## config.mk

```make
export PLATFORM = sky130hd
export DESIGN_NAME = hsv_to_rgb_converter_unit
export DESIGN_NICKNAME = d
export VERILOG_FILES = /design/src/rtl/hsvrgb_pkg.sv /design/src/rtl/hsvrgb_levels.sv /design/src/rtl/hsv_to_rgb_converter_unit.sv
export VERILOG_INCLUDE_DIRS = /design/src /design/src/rtl
export SDC_FILE = /design/constraint.sdc
export NUM_CORES = 2
export LEC_CHECK = 0
export ABC_AREA = 1
export CAP_MARGIN = 20
export CORE_MARGIN = 3
export CORE_UTILIZATION = 45
export CTS_CLUSTER_DIAMETER = 200
export DETAILED_ROUTE_END_ITERATION = 10
export DONT_BUFFER_PORTS = 1
export PLACE_DENSITY = 0.65
export SYNTH_ARGS = -nofsm -noshare
export SYNTH_HDL_FRONTEND = slang
export SYNTH_SLANG_ARGS = --single-unit
```

## constraint.sdc

```tcl
create_clock -name clk -period 16.01 [get_ports clk]
set_input_delay 0.8005 -clock clk [delete_from_list [all_inputs] [get_ports clk]]
set_output_delay 0.8005 -clock clk [all_outputs]
set_load 0.03 [all_outputs]
```

## src/rtl/hsv_to_rgb_converter_unit_macros.svh

```systemverilog
// Assertion macros for the HSV to RGB converter.
// Expects clk and rst_n in the scope of each use.
`ifndef HSV_TO_RGB_CONVERTER_UNIT_MACROS_SVH
`define HSV_TO_RGB_CONVERTER_UNIT_MACROS_SVH

// same-cycle implication
`define HSVRGB_ASSERT_IMP(lbl, ante, cons, msg) \
  lbl: assert property (@(posedge clk) disable iff (!rst_n) (ante) |-> (cons)) \
    else $error(msg);

// next-cycle implication
`define HSVRGB_ASSERT_NEXT(lbl, ante, cons, msg) \
  lbl: assert property (@(posedge clk) disable iff (!rst_n) (ante) |=> (cons)) \
    else $error(msg);

`endif

```

## src/rtl/hsvrgb_pkg.sv

```systemverilog
// Package for the HSV to RGB converter: widths, hue sector codes, tag type,
// and the exact divide-by-255 helper. No dependencies.
`default_nettype none

package hsvrgb_pkg;

  localparam int CH_W    = 8;
  localparam int FULL    = 255;
  localparam int FULL_SQ = FULL * FULL;

  typedef enum logic [2:0] {
    SEC_RY = 3'd0,
    SEC_YG = 3'd1,
    SEC_GC = 3'd2,
    SEC_CB = 3'd3,
    SEC_BM = 3'd4,
    SEC_MR = 3'd5
  } sector_t;

  typedef struct packed {
    sector_t           sector;
    logic [CH_W-1:0]   v;
  } hsvrgb_tag_t;

  // floor(x / 255) for x below 2^24 with a quotient below 2^16
  function automatic logic [15:0] div255(input logic [23:0] x);
    logic [24:0] sum;
    logic [15:0] q;
    logic [24:0] rem;
    sum = {1'b0, x} + {9'b0, x[23:8]} + {17'b0, x[23:16]};
    q   = sum[23:8];
    rem = {1'b0, x} - ({1'b0, q, 8'b0} - {9'b0, q});
    if (rem >= 25'(FULL)) begin
      q = q + 16'd1;
    end
    return q;
  endfunction

endpackage

`default_nettype wire

```

## src/rtl/hsvrgb_levels.sv

```systemverilog
// Level pipeline of the HSV to RGB converter: computes p, q and t from
// fraction, saturation and brightness over four register stages. Uses hsvrgb_pkg.
`default_nettype none

module hsvrgb_levels (
  input  wire logic                     clk,
  input  wire logic                     rst_n,
  input  wire logic                     s_valid,
  input  wire hsvrgb_pkg::hsvrgb_tag_t  s_tag,
  input  wire logic [7:0]               s_frac,
  input  wire logic [7:0]               s_sat,
  output logic                          m_valid,
  output hsvrgb_pkg::hsvrgb_tag_t       m_tag,
  output logic [7:0]                    m_p,
  output logic [7:0]                    m_q,
  output logic [7:0]                    m_t
);
  import hsvrgb_pkg::*;
  `include "hsv_to_rgb_converter_unit_macros.svh"

  logic [3:0]  vld_r;
  hsvrgb_tag_t tag2_r, tag3_r, tag4_r, tag5_r;
  logic [15:0] fs_r, gs_r, pv_r;
  logic [23:0] qprod_r, tprod_r;
  logic [7:0]  p3_r, p4_r, p5_r;
  logic [15:0] q4_r, t4_r;
  logic [7:0]  q5_r, t5_r;

  logic [15:0] fs_nxt, gs_nxt, pv_nxt;
  logic [15:0] qn, tn;
  logic [23:0] qprod_nxt, tprod_nxt;
  logic [15:0] p3_full, q4_nxt, t4_nxt, q5_full, t5_full;

  always_comb begin
    fs_nxt    = {8'b0, s_frac} * {8'b0, s_sat};
    gs_nxt    = (16'(FULL) - {8'b0, s_frac}) * {8'b0, s_sat};
    pv_nxt    = {8'b0, s_tag.v} * (16'(FULL) - {8'b0, s_sat});
    qn        = 16'(FULL_SQ) - fs_r;
    tn        = 16'(FULL_SQ) - gs_r;
    qprod_nxt = {16'b0, tag2_r.v} * {8'b0, qn};
    tprod_nxt = {16'b0, tag2_r.v} * {8'b0, tn};
    p3_full   = div255({8'b0, pv_r});
    q4_nxt    = div255(qprod_r);
    t4_nxt    = div255(tprod_r);
    q5_full   = div255({8'b0, q4_r});
    t5_full   = div255({8'b0, t4_r});
  end

  always_ff @(posedge clk) begin
    if (!rst_n) begin
      vld_r <= '0;
    end else begin
      vld_r <= {vld_r[2:0], s_valid};
    end
  end

  always_ff @(posedge clk) begin
    tag2_r  <= s_tag;
    fs_r    <= fs_nxt;
    gs_r    <= gs_nxt;
    pv_r    <= pv_nxt;
    tag3_r  <= tag2_r;
    qprod_r <= qprod_nxt;
    tprod_r <= tprod_nxt;
    p3_r    <= p3_full[7:0];
    tag4_r  <= tag3_r;
    q4_r    <= q4_nxt;
    t4_r    <= t4_nxt;
    p4_r    <= p3_r;
    tag5_r  <= tag4_r;
    q5_r    <= q5_full[7:0];
    t5_r    <= t5_full[7:0];
    p5_r    <= p4_r;
  end

  assign m_valid = vld_r[3];
  assign m_tag   = tag5_r;
  assign m_p     = p5_r;
  assign m_q     = q5_r;
  assign m_t     = t5_r;

  `HSVRGB_ASSERT_IMP(a_lvl_below_v, m_valid,
    m_p <= m_tag.v && m_q <= m_tag.v && m_t <= m_tag.v, "level above brightness")
  `HSVRGB_ASSERT_IMP(a_lvl_above_p, m_valid,
    m_q >= m_p && m_t >= m_p, "ramp level below p")

endmodule

`default_nettype wire

```

## src/rtl/hsv_to_rgb_converter_unit.sv

```systemverilog
// Top level of the HSV to RGB converter: hue sector decode, level pipeline
// and channel select. Uses hsvrgb_pkg and hsvrgb_levels.
//
// Usage:
//   Input: drive in_hue, in_saturation and in_brightness with start high;
//   the item transfers at any rising edge where start is high and busy is
//   low. busy is always low, so one item can transfer every clock.
//   Output: out_valid strobes for one cycle with out_red, out_green and
//   out_blue; that cycle's closing edge is the transfer. The receiver
//   cannot stall the block, and none is needed.
// Pipeline: six register stages (input register, four level stages, output
//   register) lie between the transfer edge and the result strobe.
// Throughput: one item per clock, set by the fully pipelined datapath
//   (three 8x8 multiplies, two 8x16 multiplies, three divide-by-255
//   stages).
// Reset: synchronous, active low rst_n clears all valid bits; items in
//   flight are dropped and no result strobes until new items arrive.
`default_nettype none

module hsv_to_rgb_converter_unit (
  input  wire logic       clk,
  input  wire logic       rst_n,
  input  wire logic       start,
  output logic            busy,
  input  wire logic [7:0] in_hue,
  input  wire logic [7:0] in_saturation,
  input  wire logic [7:0] in_brightness,
  output logic            out_valid,
  output logic [7:0]      out_red,
  output logic [7:0]      out_green,
  output logic [7:0]      out_blue
);
  import hsvrgb_pkg::*;
  `include "hsv_to_rgb_converter_unit_macros.svh"

  logic        s1_valid_r;
  hsvrgb_tag_t s1_tag_r;
  logic [7:0]  s1_frac_r, s1_sat_r;
  logic        out_valid_r;
  logic [7:0]  out_red_r, out_green_r, out_blue_r;

  logic [10:0] scaled;
  logic [10:0] base;
  sector_t     sector_nxt;
  logic [10:0] frac_full;
  logic        lv_valid;
  hsvrgb_tag_t lv_tag;
  logic [7:0]  lv_p, lv_q, lv_t;
  logic [7:0]  red_nxt, green_nxt, blue_nxt;

  assign busy = 1'b0;

  always_comb begin
    scaled = {3'b0, in_hue} * 11'd6;
    if (scaled >= 11'(6 * FULL)) begin
      sector_nxt = SEC_RY;
      base       = 11'(6 * FULL);
    end else if (scaled >= 11'(5 * FULL)) begin
      sector_nxt = SEC_MR;
      base       = 11'(5 * FULL);
    end else if (scaled >= 11'(4 * FULL)) begin
      sector_nxt = SEC_BM;
      base       = 11'(4 * FULL);
    end else if (scaled >= 11'(3 * FULL)) begin
      sector_nxt = SEC_CB;
      base       = 11'(3 * FULL);
    end else if (scaled >= 11'(2 * FULL)) begin
      sector_nxt = SEC_GC;
      base       = 11'(2 * FULL);
    end else if (scaled >= 11'(FULL)) begin
      sector_nxt = SEC_YG;
      base       = 11'(FULL);
    end else begin
      sector_nxt = SEC_RY;
      base       = 11'd0;
    end
    frac_full = scaled - base;
  end

  always_ff @(posedge clk) begin
    if (!rst_n) begin
      s1_valid_r  <= 1'b0;
      out_valid_r <= 1'b0;
    end else begin
      s1_valid_r  <= start && !busy;
      out_valid_r <= lv_valid;
    end
  end

  always_ff @(posedge clk) begin
    s1_tag_r.sector <= sector_nxt;
    s1_tag_r.v      <= in_brightness;
    s1_frac_r       <= frac_full[7:0];
    s1_sat_r        <= in_saturation;
    out_red_r       <= red_nxt;
    out_green_r     <= green_nxt;
    out_blue_r      <= blue_nxt;
  end

  hsvrgb_levels u_levels (
    .clk     (clk),
    .rst_n   (rst_n),
    .s_valid (s1_valid_r),
    .s_tag   (s1_tag_r),
    .s_frac  (s1_frac_r),
    .s_sat   (s1_sat_r),
    .m_valid (lv_valid),
    .m_tag   (lv_tag),
    .m_p     (lv_p),
    .m_q     (lv_q),
    .m_t     (lv_t)
  );

  always_comb begin
    case (lv_tag.sector)
      SEC_RY: begin
        red_nxt = lv_tag.v; green_nxt = lv_t;     blue_nxt = lv_p;
      end
      SEC_YG: begin
        red_nxt = lv_q;     green_nxt = lv_tag.v; blue_nxt = lv_p;
      end
      SEC_GC: begin
        red_nxt = lv_p;     green_nxt = lv_tag.v; blue_nxt = lv_t;
      end
      SEC_CB: begin
        red_nxt = lv_p;     green_nxt = lv_q;     blue_nxt = lv_tag.v;
      end
      SEC_BM: begin
        red_nxt = lv_t;     green_nxt = lv_p;     blue_nxt = lv_tag.v;
      end
      default: begin
        red_nxt = lv_tag.v; green_nxt = lv_p;     blue_nxt = lv_q;
      end
    endcase
  end

  assign out_valid = out_valid_r;
  assign out_red   = out_red_r;
  assign out_green = out_green_r;
  assign out_blue  = out_blue_r;

  `HSVRGB_ASSERT_NEXT(a_capture, start && !busy,
    s1_valid_r && s1_tag_r.v == $past(in_brightness), "input transfer not captured")
  `HSVRGB_ASSERT_IMP(a_out_origin, out_valid, $past(start, 6), "result without transfer")
  `HSVRGB_ASSERT_IMP(a_black, out_valid && $past(in_brightness, 6) == 8'd0,
    out_red == 8'd0 && out_green == 8'd0 && out_blue == 8'd0, "zero brightness not black")
  `HSVRGB_ASSERT_IMP(a_gray, out_valid && $past(in_saturation, 6) == 8'd0,
    out_red == out_green && out_green == out_blue, "zero saturation not gray")

endmodule

`default_nettype wire

```

==> flow_metrics.tcl <==
set metrics [dict create \
    start_kind "flip-flop" \
    clock-skew-final_ps 16.54 \
    drv_slew 0 \
    finalCriticalPeriod_ps 6469 \
    cp-startpoint "u_levels.qprod_r[23]" \
    start_util_pct 45.80 \
    die_x_um 282.2 \
    cp-end-kind "flip-flop" \
    num_vias 29070 \
    drt-total-wl_um 84140 \
    timing.fmax_ghz 0.1546 \
    slowest_stage "nor2_2" \
    die-height_um 282.2 \
    cts_tree "done" \
    antenna_found_initial 1 \
    syn-num-nets 5505 \
    clk_pin_slew_ps 70 \
    report.final.hold_viol_count 0 \
    dp_hpwl_um 69670 \
    max-clock-path-buffers 3 \
    clk_latency_ps 590 \
    cpLargestDelayFamily "simple AND/OR/NAND/NOR gates" \
    ys_ff_latch 269 \
    cts_buffers 31 \
    syn_avg_cell_area_um2 7.235 \
    crit_arrival_ps 6940 \
    htreeDepth 1 \
    tns_ps 0 \
    setup-violations-final 0 \
    detail_route.iter0.violations 1993 \
    root_buffer "clkbuf_16" \
    cp_slowest_stage_delay_ps 630 \
    postCtsHoldBufs 0 \
    grt_pass1_wl_um 141400 \
    ant_nets 0 \
    timing.final.crit_share_pct 40.41 \
    clock_sinks 269 \
    tightest_slew_ps 1091 \
    max-slew-margin-rel_pct 26.71 \
    synthFlopType "dfxtp_1" \
    final_nets 5476 \
    num_rows 100 \
    rsz0062_at_grt "false" \
    netlist_instances 4744 \
    worstPathRequired_ps 16480 \
    status "completed" \
    path_buf_inv 5 \
    die_area_mm2 0.07962 \
    overflow 0 \
    synth-seq-area-share_pct 15.69 \
    wl_per_cell_um 14.74 \
    drc_errors 0 \
    post_cts_buffers 0 \
    hp-class "in2reg" \
    r2r_start "u_levels.qprod_r[23]" \
    maxCapViolations 0 \
    diodes 0 \
    via_per_inst 5.091 \
    yosys_warnings 0 \
    synth_area_mm2 0.03432 \
    hold_start "in_saturation[7]" \
    io_pins 53 \
    gp_congestion 0.9452 \
    cts-resized-gates 0 \
    first_pass_iters 6 \
    coreArea_mm2 0.07495 \
    area_growth_syn_to_layout_pct 5.986 \
    grt_pass1_vias 28160 \
    synth-async-reset-ratio_pct 0 \
    track_usage_pct 21.40 \
    drive_gt1_share_pct 4.093 \
    path_class "reg2reg" \
    grt_start_max_net_pins 30 \
    synth_edf_count 0 \
    yosysUniqueCellTypes 61 \
    port-buffer-count 0 \
    cp_max_fo 17 \
]
==> area by class of cell <==
class / count / area [µm²]
Fill cell: 7479 / 38570
Multi-Input combinational cell: 3463 / 25120
Sequential cell: 269 / 5385
Inverter: 943 / 3540
Tap cell: 969 / 1212
Clock buffer: 36 / 804.5
Clock inverter: 22 / 259.0
Timing Repair Buffer: 7 / 52.55
==> worst reg2reg max path: cells and delay by family (launching register included) <==
| family | cells | cell delay [ps] |
|---|---|---|
| xor gates and xnor gates | 1 | 130 |
| and+or+nand+nor | 13 | 2660 |
| AOI/OAI and AO/OA | 5 | 740 |
| DFF | 1 | 400 |
| adders and majority gates | 5 | 2060 |
| buffers and inverters | 5 | 380 |
==> cells by family after synthesis <==
logic type               after synthesis  share of synthesized area [%]
other                                  1                        0.01093
flip-flops                           269                          15.69
buffers and inverters               1012                          11.11
AND/OR/NAND/NOR                     2025                          25.67
AO/OA/AOI/OAI                        463                          7.772
adder cells (fa/ha/maj)              734                          33.56
XOR/XNOR                             240                          6.190
==> cells in the final DEF (no fill, tap or decap), types with 10 or more instances in the layout <==
master,count
xor2_1,161
nand4_1,113
or2_2,17
a21oi_1,225
nand2_1,1131
nand3_1,178
fa_1,311
o2111ai_1,18
xnor2_1,76
inv_1,915
ha_1,423
clkbuf_16,31
a211oi_1,11
nor3_1,46
nand2_2,35
nor4_1,11
nand2_4,14
dfxtp_1,269
a21o_1,16
nor2_2,10
a31oi_1,14
nand3b_1,19
o21bai_1,20
o21ai_0,106
nor2_1,411
inv_2,21
==> stage by stage <==
step	utilization [%]	hold WS (ps)	cells	area (µm²)	worst slack (ps)
floorplan	-	309.6	4744	34320	10610
global placement	47.12	310.0	5651	35310	9711
detailed placement	47.12	312.1	5651	35310	9641
CTS	48.54	190.1	5709	36380	9613
global route	48.54	197.6	5709	36380	8932
finish	48.54	225.0	5709	36380	9541
==> path summary, 6_finish.rpt <==
kind | end | slack [ps] | depth (start not counted)
setup / recovery | u_levels.q4_r[9] | 9540 | 29
setup reg to reg | u_levels.q4_r[9] | 9540 | 29
hold / removal | s1_sat_r[7] | 220 | 0
hold reg to reg | u_levels.p4_r[7] | 330 | 0
==> per-layer routing <==
metal	track usage, %	wire length, µm
met1	30.40	39950
met2	35.66	38180
met3	2.072	4359
met4	4.163	1651
met5	0	0
==> synthesized netlist by cell type (4+ instances only) <==
| cell type | count | share of area (%) |
|---|---|---|
| a211oi_1 | 11 | 0.24 |
| nor2_4 | 9 | 0.30 |
| nand2_1 | 1131 | 12 |
| xor2_1 | 161 | 4.1 |
| o21ai_0 | 106 | 1.5 |
| nand3_4 | 4 | 0.20 |
| nor2_1 | 411 | 4.5 |
| inv_1 | 915 | 10 |
| dfxtp_1 | 269 | 16 |
| ha_1 | 423 | 15 |
| o21ai_1 | 7 | 0.10 |
| a21oi_1 | 225 | 3.3 |
| nand2_2 | 35 | 0.64 |
| fa_1 | 311 | 18 |
| nand4_1 | 113 | 2.1 |
| o22ai_1 | 5 | 0.091 |
| nand2_4 | 14 | 0.46 |
| a21boi_0 | 7 | 0.15 |
| clkbuf_1 | 58 | 0.63 |
| nand3_1 | 178 | 2.6 |
| a22oi_1 | 5 | 0.11 |
| o21bai_1 | 20 | 0.44 |
| nor2_2 | 10 | 0.18 |
| nand3_2 | 9 | 0.26 |
| clkinv_1 | 7 | 0.077 |
| and2_1 | 4 | 0.073 |
| o21a_1 | 5 | 0.11 |
| buf_2 | 6 | 0.087 |
| or2_2 | 17 | 0.31 |
| xnor2_1 | 76 | 1.9 |
| a31oi_1 | 14 | 0.26 |
| nand3b_1 | 19 | 0.42 |
| o211ai_1 | 7 | 0.15 |
| inv_2 | 21 | 0.23 |
| a21o_1 | 16 | 0.35 |
| o2111ai_1 | 18 | 0.46 |
| nor3_1 | 46 | 0.67 |
| nor4_1 | 11 | 0.20 |
==> sequential cells by signal, summed over array words and instances (netlist names), 11 cells and up <==
signal	cells
u_levels.fs_r	16
u_levels.qprod_r	24
u_levels.tag2_r	11
u_levels.q4_r	16
u_levels.gs_r	16
u_levels.m_tag	11
u_levels.t4_r	16
s1_tag_r	11
u_levels.pv_r	16
u_levels.tag3_r	11
u_levels.tprod_r	24
u_levels.tag4_r	11
Power is left out: the tool's default activity adds up to more than one toggle a clock period on the data nets, which glitch-free logic cannot reach.
